File: src/sv/rba_pkg.sv
package rba_pkg;

  localparam int unsigned CACHE_RESET = 8388608;
  localparam int unsigned CACHE_CAP   = 16777216;
  localparam int unsigned SPLIT_MIN   = 256;

  localparam logic [1:0] KIND_EVICT = 2'd0;
  localparam logic [1:0] KIND_GRANT = 2'd1;
  localparam logic [1:0] KIND_ERROR = 2'd2;
  localparam logic [1:0] KIND_FLUSH = 2'd3;

  localparam logic [1:0] ERR_NONE  = 2'd0;
  localparam logic [1:0] ERR_SIZE  = 2'd1;
  localparam logic [1:0] ERR_LARGE = 2'd2;

  localparam logic MODE_ALLOC = 1'b0;
  localparam logic MODE_FLUSH = 1'b1;

  typedef enum logic [2:0] {
    CELL_HOLD,
    CELL_NEXT,
    CELL_PREV,
    CELL_LOAD,
    CELL_DROP
  } cell_op_t;

  typedef struct packed {
    logic [23:0] offset;
    logic [24:0] size;
    logic [15:0] owner;
    logic        owned;
  } entry_t;

  typedef struct packed {
    logic        mode;
    logic [22:0] request_bytes;
    logic [15:0] owner_tag;
  } in_t;

  typedef struct packed {
    logic [1:0]  kind;
    logic [15:0] tag;
    logic [23:0] offset;
    logic [24:0] granted_bytes;
    logic [1:0]  error_code;
    logic        thrash;
    logic        last;
  } out_t;

endpackage

File: src/sv/rba_cell.sv
module rba_cell (
  input  logic              clk,
  input  logic              rst_n,
  input  rba_pkg::cell_op_t op,
  input  rba_pkg::entry_t   prev_entry,
  input  rba_pkg::entry_t   next_entry,
  input  rba_pkg::entry_t   load_entry,
  output rba_pkg::entry_t   entry
);
  import rba_pkg::*;

  entry_t ent_r, ent_nxt;

  always_comb begin
    ent_nxt = ent_r;
    unique case (op)
      CELL_HOLD: ent_nxt = ent_r;
      CELL_NEXT: ent_nxt = next_entry;
      CELL_PREV: ent_nxt = prev_entry;
      CELL_LOAD: ent_nxt = load_entry;
      CELL_DROP: ent_nxt.owned = 1'b0;
      default:   ent_nxt = ent_r;
    endcase
  end

  always_ff @(posedge clk) begin
    if (!rst_n) begin
      ent_r.offset <= '0;
      ent_r.size   <= 25'(CACHE_RESET);
      ent_r.owner  <= '0;
      ent_r.owned  <= 1'b0;
    end else begin
      ent_r <= ent_nxt;
    end
  end

  assign entry = ent_r;

endmodule

File: config.mk
export PLATFORM = sky130hd
export DESIGN_NAME = rba_cell
export DESIGN_NICKNAME = d
export VERILOG_FILES = /design/src/sv/rba_pkg.sv /design/src/sv/rba_cell.sv
export SDC_FILE = /design/constraint.sdc
export NUM_CORES = 1
export LEC_CHECK = 0
export CAP_MARGIN = 20
export CELL_PAD_IN_SITES_DETAIL_PLACEMENT = 2
export CELL_PAD_IN_SITES_GLOBAL_PLACEMENT = 2
export CORE_MARGIN = 2
export CORE_UTILIZATION = 30
export CTS_CLUSTER_SIZE = 16
export DETAILED_ROUTE_END_ITERATION = 12
export DONT_BUFFER_PORTS = 1
export PLACE_DENSITY = 0.78
export SLEW_MARGIN = 20
export SYNTH_ARGS = -nofsm -noshare
export SYNTH_HDL_FRONTEND = slang
export SYNTH_SLANG_ARGS = --single-unit
File: constraint.sdc
create_clock -name clk -period 2.3 [get_ports clk]
set_clock_uncertainty 0.15 [all_clocks]
set_input_delay 0.345 -clock clk [delete_from_list [all_inputs] [get_ports clk]]
set_output_delay 0.345 -clock clk [all_outputs]
set_load 0.02 [all_outputs]
==> flow_summary.toml <==
[status]
status = "finished, final reports clean"

[clock_network]
post_cts_buffers = 0
cts_tree = "yes"
numClockSinks = 66
clock_latency_ns = 0.33
cts-buffers-inserted = 9
cts.path.max_buffers = 2
cts_max_level = 3
cts.clk_slew.worst_paths_ns = 0.07
root_buffer = "clkbuf_8"

[synth]
ys.flop_type = "dfxtp_1"
netlist-cell-type-count = 20
ys_seq_area_share_pct = 39.9
synth.most_common_cell = "dfxtp_1"
yosysWarnings = 0
synth_cells = 369
synth_async_sr_flop_share_pct = 0
synth_edf_count = 0
syn_avg_cell_area_sq_um = 8.97
synthesis.area_sq_um = 3310
yosysTopAreaCellShare_pct = 39.9
synth_common_cells = "66 x dfxtp_1, 65 x o22ai_1, 64 x mux2_2, 64 x nor2_1, 50 x o21ai_1"
ys_top_cells_by_area = "dfxtp_1 40%, mux2_2 22%, o22ai_1 12%, o21ai_1 7.6%, nor2_1 7.3%"
synth_top_area_cell = "dfxtp_1"
synth_seq_cells = 66
synthesis.nets = 572

[critical_path]
cp-end-kind = "flip-flop"
crit_path_start = "op[0]"
cp-start-kind = "input pin"
slowest_stage = "or3b_2"
timing.rr.end = "entry[0]"
rrSetupSlack_ns = 0.99
cp_top_family = "simple AND/OR/NAND/NOR gates"
crit_type = "in2reg"
rr_worst_depth = 3
path_max_fanout = 70
cp.arrival_ns = 1.40
cp_num_buf_inv = 1
crit_end = "entry[58]"
cp.required_ns = 2.37
slowest_delay_ns = 0.46
reg2reg_from = "entry[0]"
cp.depth = 4
crit_path_cell_trace = "or3b_2 > buf_4 > o21ai_0 > nor2_1"

[cells_and_area]
layout-drive-gt1-share_pct = 22.1
n_antenna_cell = 0
fillers = 1207
fin_nets = 591
largest_register_ffs = 66
areaGrowthSynthToFinish_pct = 17.7
fin_area_sq_um = 3890
final_util_pct = 36.1

[grt]
antenna_found_initial = 0
grt_pass1_vias = 3334
grt_pass1_wl_mm = 17.1
grt_overflow = 0
grt_max_degree = 71
grtUsageTotal_pct = 19.0

[detailed_routing]
initialDrtViolationCount = 75
viasPerCell = 5.69
wl_mm = 11.8
first_pass_iters = 4
wl_per_cell_um = 22.1
post-route-drc-count = 0
route.vias.total = 3034
antenna_left = 0

[floorplan]
die_y_um = 109
start_util_pct = 30.7
rows = 38
ios = 269
die_w_um = 109
die_area_sq_um = 11900
coreArea_sq_um = 10800

[sta]
finalCritPeriodShare_pct = 57.6
slew_viol_final = 0
tightest_slew_ns = 0.391
max_freq_mhz = 755
hold_violations = 0
finalSetupTns_ns = 0
finalSetupViolCount = 0
rsz0062_at_grt = "false"
period_needed_ns = 1.32
max-slew-margin-rel_pct = 73.9

[pwr]
power.leakage_nw = 1.38
power_density_nw_per_um2 = 699
p_int_mw = 1.90
p_sw_share_pct = 30.3
comb_power_share_pct = 16.1
seq_power_share_pct = 52.4
switching_power_mw = 0.824
vdd_ir_drop_max_mv = 0.265
p_clk_share_pct = 31.5

[placed_design]
dp_hpwl_mm = 8.04
place.gp.congestion = 0.733
port_buffers = 0
placed_cell_area_sq_um = 3320

[worst_hold_path]
hp-start = "next_entry[8]"
holdCritPathClass = "in2reg"

[flow_run]
cap_violations = 0
worst min-delay path by stage:
stage | cells after the start | to | slack, ns
after detailed placement | 1 | entry[40] | 0.29
after CTS | 2 | entry[44] | 0.0003
after global placement | 1 | entry[40] | 0.29
after floorplan | 2 | entry[10] | 0.34
final | 2 | entry[8] | 0.02
after global routing | 2 | entry[58] | 0.006
timing repair:
action	in CTS	in global routing
endpoints found under the hold margin	61	1
gates resized for setup	0	0
hold buffers	38	1
kinds of logic (layout without fill, tap and decap cells):
kind of cell	count (synthesis)	count (layout)	synth area share [%]
buf+inv	36	60	6.43
mux	65	65	22.5
flops	66	66	39.9
simple gates	69	69	8.25
compound gates	133	133	22.9
cells in the final DEF, fill, tap and decap left out:
master	Yosys	final
nand2b_2	0	1
mux4_2	1	1
o21ai_1	50	50
clkinv_2	0	3
buf_12	0	1
nand2_1	1	1
o22ai_1	65	65
nor2_1	64	64
o2111ai_1	1	1
a211oi_1	1	1
clkbuf_8	0	10
dfxtp_1	66	66
buf_4	1	4
nor2b_1	1	1
o21ba_2	1	1
o21ai_0	15	15
buf_16	0	1
dlygate4sd3_1	0	38
nand3b_1	1	1
mux2_2	64	64
or3b_2	0	1
clkbuf_1	10	3
final cells by class:
type	instances	area, sq um	share of cell area, %
Multi-Input combinational cell	267	1780	45.6
Sequential cell	66	1320	33.9
Timing Repair Buffer	44	458	11.8
Tap cell	140	175	4.50
Clock buffer	13	149	3.82
Clock inverter	3	15.0	0.385
layer usage:
metal / routed length, um / part of all wire [%] / track usage [%]
met1: 4190 / 36 / 19.3
met2: 6350 / 54 / 35.6
met3: 1010 / 8.6 / 6.10
met4: 235 / 2.0 / 7.69
met5: 0 / 0 / 0
metrics by stage:
| stage | setup slack (ns) | instances | power, mW | hold slack [ns] |
|---|---|---|---|---|
| after CTS | 0.930 | 532 | 2.77 | 0.000293 |
| final | 0.976 | 533 | 2.72 | 0.0234 |
| after global placement | 0.711 | 478 | 1.79 | 0.285 |
| after detailed placement | 0.645 | 478 | 1.81 | 0.289 |
| after floorplan | 0.757 | 369 | 1.76 | 0.341 |
| after global routing | 0.927 | 533 | 2.88 | 0.00616 |
power by group through the flow:
| stage | sequential (mW) | combinational [mW] | clock (mW) |
|---|---|---|---|
| after floorplan | 1.42 | 0.340 | 0 |
| after CTS | 1.43 | 0.436 | 0.910 |
| final | 1.43 | 0.438 | 0.858 |
| after detailed placement | 1.45 | 0.362 | 0 |
| after global placement | 1.45 | 0.338 | 0 |
| after global routing | 1.44 | 0.480 | 0.965 |
Note: power is estimated with default switching activity, not from simulation.
